**config.mk**
```make
export PLATFORM = sky130hd
export DESIGN_NAME = indexed_array_engine_flat
export DESIGN_NICKNAME = d
export VERILOG_FILES = /design/src/hdl/iae_pkg.sv /design/src/hdl/iae_req_if.sv /design/src/hdl/iae_rsp_if.sv /design/src/hdl/iae_cell.sv /design/src/hdl/iae_ctrl.sv /design/src/hdl/indexed_array_engine.sv /design/src/flat_wrapper.sv
export SDC_FILE = /design/constraint.sdc
export NUM_CORES = 1
export LEC_CHECK = 0
export ABC_AREA = 1
export ABC_CLOCK_PERIOD_IN_PS = 49200
export BUFFER_PORTS_ARGS = -buffer_cell sky130_fd_sc_hd__buf_4
export CAP_MARGIN = 20
export CORE_MARGIN = 2
export CORE_UTILIZATION = 56
export DETAILED_ROUTE_END_ITERATION = 16
export GPL_TIMING_DRIVEN = 1
export PLACE_DENSITY = 0.77
export SETUP_SLACK_MARGIN = 0.05
export SYNTH_ARGS = -nofsm -noshare
export SYNTH_HDL_FRONTEND = slang
export SYNTH_SLANG_ARGS = --single-unit
```
**constraint.sdc**
```tcl
create_clock -name clock -period 49.2 [get_ports clock]
set_input_delay 4.92 -clock clock [delete_from_list [all_inputs] [get_ports clock]]
set_output_delay 4.92 -clock clock [all_outputs]
set_load 0.03 [all_outputs]
```
**src/hdl/iae_pkg.sv**
```systemverilog
// ----------------------------------------------------------------------------
// iae_pkg: shared types and codes for the indexed array engine
// Operation codes, status codes, slot width and the ring control struct.
// ----------------------------------------------------------------------------
package iae_pkg;

   localparam int SLOT_W   = 32;
   localparam int FUNC_W   = 3;
   localparam int STATUS_W = 2;

   localparam logic [FUNC_W-1:0] FUNC_REPLACE = 3'd0;
   localparam logic [FUNC_W-1:0] FUNC_INSERT  = 3'd1;
   localparam logic [FUNC_W-1:0] FUNC_DELETE  = 3'd2;
   localparam logic [FUNC_W-1:0] FUNC_SWAP    = 3'd3;
   localparam logic [FUNC_W-1:0] FUNC_FIND    = 3'd4;

   localparam logic [STATUS_W-1:0] STATUS_OK      = 2'd0;
   localparam logic [STATUS_W-1:0] STATUS_BAD_IDX = 2'd1;
   localparam logic [STATUS_W-1:0] STATUS_FULL    = 2'd2;

   // control from the sequencer to the ring of slot cells
   typedef struct packed {
      logic              shift;   // all cells move one place toward the head
      logic [SLOT_W-1:0] wdata;   // value entering the tail cell
   } chain_ctl_type;

endpackage

```
**src/hdl/iae_req_if.sv**
```systemverilog
// ----------------------------------------------------------------------------
// iae_req_if: request channel
// valid/ready handshake carrying one operation request.
// ----------------------------------------------------------------------------
interface iae_req_if
   import iae_pkg::*;
   #(parameter int DEPTH = 64)
   ();

   localparam int CW = $clog2(DEPTH + 1);
   localparam int AW = $clog2(DEPTH);

   logic                     valid;
   logic                     ready;
   logic [FUNC_W-1:0]        func;
   logic signed [SLOT_W-1:0] value;
   logic [CW-1:0]            index_a;
   logic [AW-1:0]            index_b;

   modport source (output valid, func, value, index_a, index_b, input ready);
   modport sink   (input valid, func, value, index_a, index_b, output ready);

endinterface

```
**src/hdl/iae_rsp_if.sv**
```systemverilog
// ----------------------------------------------------------------------------
// iae_rsp_if: response channel
// valid/ready handshake carrying one result per request.
// ----------------------------------------------------------------------------
interface iae_rsp_if
   import iae_pkg::*;
   #(parameter int DEPTH = 64)
   ();

   localparam int CW = $clog2(DEPTH + 1);
   localparam int AW = $clog2(DEPTH);

   logic                valid;
   logic                ready;
   logic [STATUS_W-1:0] status;
   logic                found;
   logic [AW-1:0]       position;
   logic [CW-1:0]       count_out;

   modport source (output valid, status, found, position, count_out, input ready);
   modport sink   (input valid, status, found, position, count_out, output ready);

endinterface

```
**src/hdl/iae_cell.sv**
```systemverilog
// ----------------------------------------------------------------------------
// iae_cell: one slot of the ring
// Holds one value; on shift it takes the value of its upstream neighbor.
// ----------------------------------------------------------------------------
module iae_cell
   import iae_pkg::*;
   (
   input  logic              clock,
   input  logic              shift,
   input  logic [SLOT_W-1:0] d_in,
   output logic [SLOT_W-1:0] q_out
   );

   logic [SLOT_W-1:0] slot_ff;
   logic [SLOT_W-1:0] slot_in;

   assign slot_in = shift ? d_in : slot_ff;
   assign q_out   = slot_ff;

   always_ff @(posedge clock) begin
      slot_ff <= slot_in;
   end

endmodule

```
**src/hdl/iae_ctrl.sv**
```systemverilog
// ----------------------------------------------------------------------------
// iae_ctrl: request sequencer
// Checks each request, drives ring rotations, edits values at the head,
// keeps the element count and registers the response.
// ----------------------------------------------------------------------------
module iae_ctrl
   import iae_pkg::*;
   #(parameter int DEPTH = 64)
   (
   input  logic              clock,
   input  logic              reset,
   iae_req_if.sink           req_bus,
   iae_rsp_if.source         rsp_bus,
   input  logic [SLOT_W-1:0] head,
   input  logic [SLOT_W-1:0] next_slot,
   output chain_ctl_type     ctl
   );

   localparam int AW = $clog2(DEPTH);
   localparam int CW = $clog2(DEPTH + 1);
   localparam logic [CW-1:0] FULL_COUNT = CW'(DEPTH);
   localparam logic [AW-1:0] LAST_STEP  = AW'(DEPTH - 1);

   localparam logic [1:0] ST_IDLE   = 2'd0;
   localparam logic [1:0] ST_SCAN   = 2'd1;   // swap: capture both slots
   localparam logic [1:0] ST_ROTATE = 2'd2;   // edit pass
   localparam logic [1:0] ST_DONE   = 2'd3;

   logic [1:0]          state_ff, state_in;
   logic [AW-1:0]       step_ff, step_in;
   logic [CW-1:0]       count_ff, count_in;
   logic [FUNC_W-1:0]   func_ff, func_in;
   logic [SLOT_W-1:0]   value_ff, value_in;
   logic [CW-1:0]       ia_ff, ia_in;
   logic [AW-1:0]       ib_ff, ib_in;
   logic [STATUS_W-1:0] status_ff, status_in;
   logic                found_ff, found_in;
   logic [AW-1:0]       pos_ff, pos_in;
   logic [SLOT_W-1:0]   cap_a_ff, cap_a_in;
   logic [SLOT_W-1:0]   cap_b_ff, cap_b_in;
   logic [SLOT_W-1:0]   carry_ff, carry_in;

   logic                rsp_valid_ff, rsp_valid_in;
   logic [STATUS_W-1:0] rsp_status_ff, rsp_status_in;
   logic                rsp_found_ff, rsp_found_in;
   logic [AW-1:0]       rsp_pos_ff, rsp_pos_in;
   logic [CW-1:0]       rsp_count_ff, rsp_count_in;

   logic                accept;
   logic [CW-1:0]       step_ext;
   logic                last_step;
   logic                ia_in_use;
   logic                ib_in_use;
   logic [STATUS_W-1:0] chk_status;

   assign req_bus.ready = (state_ff == ST_IDLE);
   assign accept        = req_bus.valid && req_bus.ready;
   assign step_ext      = CW'(step_ff);
   assign last_step     = (step_ff == LAST_STEP);
   assign ia_in_use     = (req_bus.index_a < count_ff);
   assign ib_in_use     = (CW'(req_bus.index_b) < count_ff);

   // request check against the current count
   always_comb begin
      unique case (req_bus.func)
         FUNC_REPLACE: chk_status = ia_in_use ? STATUS_OK : STATUS_BAD_IDX;
         FUNC_INSERT: begin
            if (count_ff == FULL_COUNT) chk_status = STATUS_FULL;
            else if (req_bus.index_a > count_ff) chk_status = STATUS_BAD_IDX;
            else chk_status = STATUS_OK;
         end
         FUNC_DELETE: chk_status = ia_in_use ? STATUS_OK : STATUS_BAD_IDX;
         FUNC_SWAP:   chk_status = (ia_in_use && ib_in_use) ? STATUS_OK : STATUS_BAD_IDX;
         FUNC_FIND:   chk_status = STATUS_OK;
         default:     chk_status = STATUS_BAD_IDX;
      endcase
   end

   always_comb begin
      state_in      = state_ff;
      step_in       = step_ff;
      count_in      = count_ff;
      func_in       = func_ff;
      value_in      = value_ff;
      ia_in         = ia_ff;
      ib_in         = ib_ff;
      status_in     = status_ff;
      found_in      = found_ff;
      pos_in        = pos_ff;
      cap_a_in      = cap_a_ff;
      cap_b_in      = cap_b_ff;
      carry_in      = carry_ff;
      rsp_valid_in  = rsp_valid_ff && !rsp_bus.ready;
      rsp_status_in = rsp_status_ff;
      rsp_found_in  = rsp_found_ff;
      rsp_pos_in    = rsp_pos_ff;
      rsp_count_in  = rsp_count_ff;
      ctl.shift     = 1'b0;
      ctl.wdata     = head;

      unique case (state_ff)
         ST_IDLE: begin
            if (accept) begin
               func_in   = req_bus.func;
               value_in  = req_bus.value;
               ia_in     = req_bus.index_a;
               ib_in     = req_bus.index_b;
               status_in = chk_status;
               found_in  = 1'b0;
               pos_in    = '0;
               step_in   = '0;
               if (chk_status != STATUS_OK) state_in = ST_DONE;
               else if (req_bus.func == FUNC_SWAP) state_in = ST_SCAN;
               else state_in = ST_ROTATE;
            end
         end
         ST_SCAN: begin
            ctl.shift = 1'b1;
            if (step_ext == ia_ff) cap_a_in = head;
            if (step_ff == ib_ff) cap_b_in = head;
            if (last_step) begin
               step_in  = '0;
               state_in = ST_ROTATE;
            end else begin
               step_in = step_ff + 1'b1;
            end
         end
         ST_ROTATE: begin
            ctl.shift = 1'b1;
            unique case (func_ff)
               FUNC_REPLACE: if (step_ext == ia_ff) ctl.wdata = value_ff;
               FUNC_INSERT: begin
                  // values at or past the index slide up through the carry
                  if (step_ext == ia_ff) begin
                     ctl.wdata = value_ff;
                     carry_in  = head;
                  end else if (step_ext > ia_ff) begin
                     ctl.wdata = carry_ff;
                     carry_in  = head;
                  end
               end
               FUNC_DELETE: if (step_ext >= ia_ff) ctl.wdata = next_slot;
               FUNC_SWAP: begin
                  if (step_ext == ia_ff) ctl.wdata = cap_b_ff;
                  else if (step_ff == ib_ff) ctl.wdata = cap_a_ff;
               end
               FUNC_FIND: begin
                  if (!found_ff && (step_ext < count_ff) && (head == value_ff)) begin
                     found_in = 1'b1;
                     pos_in   = step_ff;
                  end
               end
               default: ctl.wdata = head;
            endcase
            if (last_step) begin
               step_in  = '0;
               state_in = ST_DONE;
               if (func_ff == FUNC_INSERT) count_in = count_ff + 1'b1;
               else if (func_ff == FUNC_DELETE) count_in = count_ff - 1'b1;
            end else begin
               step_in = step_ff + 1'b1;
            end
         end
         ST_DONE: begin
            if (!rsp_valid_ff || rsp_bus.ready) begin
               rsp_valid_in  = 1'b1;
               rsp_status_in = status_ff;
               rsp_found_in  = found_ff;
               rsp_pos_in    = pos_ff;
               rsp_count_in  = count_ff;
               state_in      = ST_IDLE;
            end
         end
         default: state_in = ST_IDLE;
      endcase
   end

   always_ff @(posedge clock) begin
      if (reset) begin
         state_ff     <= ST_IDLE;
         step_ff      <= '0;
         count_ff     <= '0;
         rsp_valid_ff <= 1'b0;
      end else begin
         state_ff     <= state_in;
         step_ff      <= step_in;
         count_ff     <= count_in;
         rsp_valid_ff <= rsp_valid_in;
      end
   end

   always_ff @(posedge clock) begin
      func_ff       <= func_in;
      value_ff      <= value_in;
      ia_ff         <= ia_in;
      ib_ff         <= ib_in;
      status_ff     <= status_in;
      found_ff      <= found_in;
      pos_ff        <= pos_in;
      cap_a_ff      <= cap_a_in;
      cap_b_ff      <= cap_b_in;
      carry_ff      <= carry_in;
      rsp_status_ff <= rsp_status_in;
      rsp_found_ff  <= rsp_found_in;
      rsp_pos_ff    <= rsp_pos_in;
      rsp_count_ff  <= rsp_count_in;
   end

   assign rsp_bus.valid     = rsp_valid_ff;
   assign rsp_bus.status    = rsp_status_ff;
   assign rsp_bus.found     = rsp_found_ff;
   assign rsp_bus.position  = rsp_pos_ff;
   assign rsp_bus.count_out = rsp_count_ff;

`ifndef SYNTHESIS
   a_count_bound: assert property (@(posedge clock) disable iff (reset)
      count_ff <= FULL_COUNT)
      else $error("element count above depth");

   a_rotate_from_zero: assert property (@(posedge clock) disable iff (reset)
      (accept && chk_status == STATUS_OK) |=> (step_ff == '0))
      else $error("rotation does not start at the head");

   a_found_in_use: assert property (@(posedge clock) disable iff (reset)
      (state_ff == ST_DONE && found_ff) |-> (CW'(pos_ff) < count_ff))
      else $error("match reported beyond the used elements");

   a_found_only_find: assert property (@(posedge clock) disable iff (reset)
      (state_ff == ST_DONE && found_ff) |-> (func_ff == FUNC_FIND))
      else $error("found flag set for a non-find request");

   a_bad_no_change: assert property (@(posedge clock) disable iff (reset)
      (state_ff == ST_DONE && status_ff != STATUS_OK) |-> $stable(count_ff))
      else $error("rejected request changed the count");
`endif

endmodule

```
**src/hdl/indexed_array_engine.sv**
```systemverilog
// ----------------------------------------------------------------------------
// indexed_array_engine: ordered array with insert, delete, swap and find
// Top level: ring of slot cells plus the request sequencer.
// ----------------------------------------------------------------------------
// Usage:
//  - req_bus carries one request (func, value, index_a, index_b); it is taken
//    at a clock edge with valid and ready both high. ready is high only while
//    no request is in progress.
//  - rsp_bus returns exactly one response per request (status, found,
//    position, count_out), held in an output register until taken.
//  - The DEPTH slots form a ring of cells. Every accepted, valid request
//    rotates the whole ring once (swap twice: one pass to capture both
//    slots, one to write), one cell per cycle, and edits values as they
//    pass the head cell; the ring ends in its original order.
//  - A rejected request goes straight to its final step; replace, insert,
//    delete and find make one pass of the ring before the response is
//    loaded. The next request is taken the cycle after the response is
//    loaded, so a new request is never taken before the last one's ring
//    rotation and response are done.
//  - Reset clears the element count and the response valid; slot contents
//    are not cleared and are only ever read below the count.
//  - If rsp_bus stalls, a finished request waits in its final step until
//    the output register frees up; no further request is taken meanwhile.
// ----------------------------------------------------------------------------
module indexed_array_engine
   import iae_pkg::*;
   #(parameter int DEPTH = 64)
   (
   input  logic      clock,
   input  logic      reset,
   iae_req_if.sink   req_bus,
   iae_rsp_if.source rsp_bus
   );

   // cell outputs; index 0 is the head seen by the sequencer
   logic [SLOT_W-1:0] cell_q [DEPTH];
   chain_ctl_type     ctl;

   iae_ctrl #(.DEPTH(DEPTH)) u_ctrl (
      .clock     (clock),
      .reset     (reset),
      .req_bus   (req_bus),
      .rsp_bus   (rsp_bus),
      .head      (cell_q[0]),
      .next_slot (cell_q[1]),
      .ctl       (ctl)
   );

   // each cell takes its upstream neighbor; the tail takes the edited value
   for (genvar i = 0; i < DEPTH; i++) begin : g_cell
      if (i == DEPTH - 1) begin : g_tail
         iae_cell u_cell (
            .clock (clock),
            .shift (ctl.shift),
            .d_in  (ctl.wdata),
            .q_out (cell_q[i])
         );
      end else begin : g_body
         iae_cell u_cell (
            .clock (clock),
            .shift (ctl.shift),
            .d_in  (cell_q[i+1]),
            .q_out (cell_q[i])
         );
      end
   end

endmodule
```
**src/flat_wrapper.sv**
```systemverilog
// flat-port wrapper written by rule: the top's interface ports become plain ports
module indexed_array_engine_flat import iae_pkg::*;
#(parameter int DEPTH = 64)
  (clock, reset, req_bus_valid, req_bus_func, req_bus_value, req_bus_index_a, req_bus_index_b, req_bus_ready, rsp_bus_valid, rsp_bus_status, rsp_bus_found, rsp_bus_position, rsp_bus_count_out, rsp_bus_ready);
  iae_req_if #(.DEPTH(DEPTH)) req_bus_i ();
  iae_rsp_if #(.DEPTH(DEPTH)) rsp_bus_i ();
  input  logic clock;
  input  logic reset;
  input wire logic [$bits(req_bus_i.valid)-1:0] req_bus_valid;
  input wire logic [$bits(req_bus_i.func)-1:0] req_bus_func;
  input wire logic [$bits(req_bus_i.value)-1:0] req_bus_value;
  input wire logic [$bits(req_bus_i.index_a)-1:0] req_bus_index_a;
  input wire logic [$bits(req_bus_i.index_b)-1:0] req_bus_index_b;
  output wire logic [$bits(req_bus_i.ready)-1:0] req_bus_ready;
  output wire logic [$bits(rsp_bus_i.valid)-1:0] rsp_bus_valid;
  output wire logic [$bits(rsp_bus_i.status)-1:0] rsp_bus_status;
  output wire logic [$bits(rsp_bus_i.found)-1:0] rsp_bus_found;
  output wire logic [$bits(rsp_bus_i.position)-1:0] rsp_bus_position;
  output wire logic [$bits(rsp_bus_i.count_out)-1:0] rsp_bus_count_out;
  input wire logic [$bits(rsp_bus_i.ready)-1:0] rsp_bus_ready;
  assign req_bus_i.valid = req_bus_valid;
  assign req_bus_i.func = req_bus_func;
  assign req_bus_i.value = req_bus_value;
  assign req_bus_i.index_a = req_bus_index_a;
  assign req_bus_i.index_b = req_bus_index_b;
  assign req_bus_ready = req_bus_i.ready;
  assign rsp_bus_valid = rsp_bus_i.valid;
  assign rsp_bus_status = rsp_bus_i.status;
  assign rsp_bus_found = rsp_bus_i.found;
  assign rsp_bus_position = rsp_bus_i.position;
  assign rsp_bus_count_out = rsp_bus_i.count_out;
  assign rsp_bus_i.ready = rsp_bus_ready;
  indexed_array_engine #(.DEPTH(DEPTH)) u_core (.clock(clock), .reset(reset), .req_bus(req_bus_i), .rsp_bus(rsp_bus_i));
endmodule
```
==> results.ini <==
[status]
status = completed

[critical_path]
path_class = reg -> out
setup.worst_path.end_class = output pin
slowest_delay_ns = 0.33
cp.required_ns = 44.28
cp.arrival_ns = 1.76
cp_cell_sequence = inv_1 > ha_1 > buf_4
crit_slowest_cell = dfxtp_1
start_kind = flop
critPathMaxFanout = 5

[yosys]
synthesis.nets = 3361
syn_area_per_cell_um2 = 22.0
synth_edf_count = 2217
synthArstFlopShare_pct = 0
seq_area_frac_synth_pct = 93.0
synthCells = 3274
synth-seq-cells = 2233
syn_area_um2 = 71900
synth_cell_types = 39
ys_warn_count = 0
ys.flop_type = edfxtp_1

[final_layout]
fin_area_um2 = 81000
mostFrequentLayoutCells = edfxtp_1, nand2_1, clkbuf_16
syn2layout_area_growth_pct = 12.6
finalNetCount = 3606
layout_commonest_cell = edfxtp_1
drive_gt1_share_pct = 11.9

[sta]
timing.final.crit_share_pct = 13.6
holdWs_ns = 0.398
clock.fmax_mhz = 150
setup_viol_count_final = 0
rsz0062_at_grt = no
max_slew_margin_pct = 19.6
finClkSkew_ns = 0.0392
fin_tns_setup_ns = 0
post-route-min-period_ns = 6.68
drv_slew = 0
final_hold_viol_count = 0
worst_pin_slew_ns = 1.20

[clock_tree]
post-cts-setup-buffers = 0
holdBufCountCts = 0
clk_pin_slew_ns = 0.07
htreeDepth = 4
ctsResizeCount = 0
cts_buffers = 196
clock_sinks = 2233
clkLatencyLatePin_ns = 0.83
cts_tree = built
cts_buffer_depth = 3
cts_root_buffer = clkbuf_16

[min_path]
holdCritPathClass = reg -> reg

[grt]
grt-ovfl-total = 0
grt_pass1_vias = 29100
track_usage_pct = 17.5
grt_pass1_wl_um = 172000
grt_antenna_before_repair = 5
grt_max_degree = 226

[place]
port-buffer-count = 69
gp_congestion = 0.799
place_area_um2 = 74600
place_hpwl_um = 52400

[drt]
avgViaCountPerCell = 5.51
dr.pass1.iters = 7
wire_per_inst_um = 22.1
drtIter0Drc = 4245
vias = 29400
routed_wirelength_um = 118000
postRouteAntennaNets = 0
drc = 0

[floorplanning]
die_y_um = 362
io_pins = 70
die_w_um = 362
coreArea_um2 = 128000
die-area_um2 = 131000
start_util_pct = 56.4
num_rows = 131

[pwr]
irDropWorstVdd_mv = 0.0946
p_leak_nw = 27.7
power-per-cell-area_nw_per_um2 = 77.3

[job]
cap_viol_max_count = 0

==> final timing paths <==
check | startpoint | to | slack (ns) | cells past startpoint
max | u_core.u_ctrl.state_ff[0] | req_bus_ready | 42.52 | 3
min | u_core.g_cell[3].g_body.u_cell.q_out[12] | u_core.g_cell[2].g_body.u_cell.q_out[12] | 0.40 | 0
max reg2reg | u_core.u_ctrl.state_ff[1] | u_core.g_cell[6].g_body.u_cell.q_out[30] | 44.77 | 5
min reg2reg | u_core.g_cell[3].g_body.u_cell.q_out[12] | u_core.g_cell[2].g_body.u_cell.q_out[12] | 0.40 | 0
==> cell type report <==
cell class | instances | area (um2)
Inverter | 142 | 538
Fill cell | 7918 | 46500
Sequential cell | 2233 | 66900
Antenna cell | 1 | 2.50
Clock buffer | 240 | 5190
Timing Repair Buffer | 102 | 948
Multi-Input combinational cell | 844 | 4270
Clock inverter | 115 | 1050
Tap cell | 1662 | 2080
==> routing by layer <==
metal  part of all wire, %  GRT usage, %  wire length (um)  up-vias
li1                      -             -                 -    13000
met1                    43          25.5             50500    14800
met2                    46          26.2             54400     1372
met3                   8.4          3.84              9860      276
met4                   2.7          6.78              3180        4
met5                 0.022             0                26        -
==> Yosys cell counts (3+ instances only) <==
| library cell | n | share of area, % |
|---|---|---|
| o21ai_0 | 39 | 0.27 |
| or2_2 | 9 | 0.078 |
| buf_2 | 27 | 0.19 |
| edfxtp_1 | 2217 | 93 |
| buf_6 | 5 | 0.078 |
| nand3_2 | 3 | 0.042 |
| nor3_1 | 11 | 0.077 |
| a21oi_1 | 95 | 0.66 |
| xnor2_1 | 21 | 0.26 |
| dfxtp_1 | 16 | 0.45 |
| nor2_1 | 61 | 0.32 |
| nand2_1 | 378 | 2.0 |
| inv_1 | 104 | 0.54 |
| clkbuf_1 | 19 | 0.099 |
| buf_4 | 4 | 0.042 |
| ha_1 | 34 | 0.59 |
| nand2_2 | 3 | 0.026 |
| nor2_4 | 3 | 0.047 |
| nand3_1 | 115 | 0.80 |
| inv_2 | 36 | 0.19 |
| xor2_1 | 7 | 0.085 |
| nand4_1 | 39 | 0.34 |
| o21ai_1 | 8 | 0.056 |
==> state kept, by name, indices dropped and copies added, names as in the netlist, 3 cells and up <==
| signal | flops |
|---|---|
| u_core.u_ctrl.func_ff | 3 |
| u_core.u_ctrl.count_ff | 7 |
| u_core.u_ctrl.carry_ff | 32 |
| u_core.u_ctrl.cap_b_ff | 32 |
| u_core.u_ctrl.step_ff | 6 |
| u_core.u_ctrl.value_ff | 32 |
| u_core.g_cell.g_body.u_cell.q_out | 2016 |
| u_core.u_ctrl.cap_a_ff | 32 |
| u_core.u_ctrl.ia_ff | 7 |
| u_core.u_ctrl.rsp_bus.position | 6 |
| u_core.u_ctrl.ib_ff | 6 |
| u_core.g_cell.g_tail.u_cell.q_out | 32 |
| u_core.u_ctrl.pos_ff | 6 |
| u_core.u_ctrl.rsp_bus.count_out | 7 |
==> worst max-delay path: cells and delay by family, from the launching register on <==
| kind | cells | cell delay [ns] |
|---|---|---|
| fa+ha+maj | 1 | 0.27 |
| buf+inv | 2 | 0.35 |
| flops | 1 | 0.33 |
==> report_power, final <==
part | leakage [nW] | total (mW) | internal, mW | switching (mW)
logic | 3.44 | 0.715 | 0.0959 | 0.619
clock network | 3.03 | 1.50 | 0.823 | 0.674
registers | 21.2 | 4.04 | 3.66 | 0.385
==> metrics by stage <==
step / utilization [%] / power [mW] / worst slack (ns) / std cells
after global placement: 58.5 / 4.65 / 42.73 / 4976
after CTS: 63.4 / 6.29 / 42.46 / 5332
after detailed placement: 58.5 / 4.70 / 42.68 / 4977
after floorplan: - / 5.61 / 2.47 / 3274
after global routing: 63.5 / 6.52 / 42.41 / 5338
final: 63.5 / 6.26 / 42.52 / 5339
==> cells by family (layout without fill, tap and decap cells) <==
group	after synthesis	after routing	synth area share, %
and+or+nand+nor	632	632	3.84
DFF	2233	2233	93.0
buffers and inverters	197	599	1.15
adders and majority gates	35	35	0.619
other	0	1	0
AOI/OAI and AO/OA	149	149	1.07
xor gates and xnor gates	28	28	0.341
No activity file was read; power rests on OpenSTA's default activity.
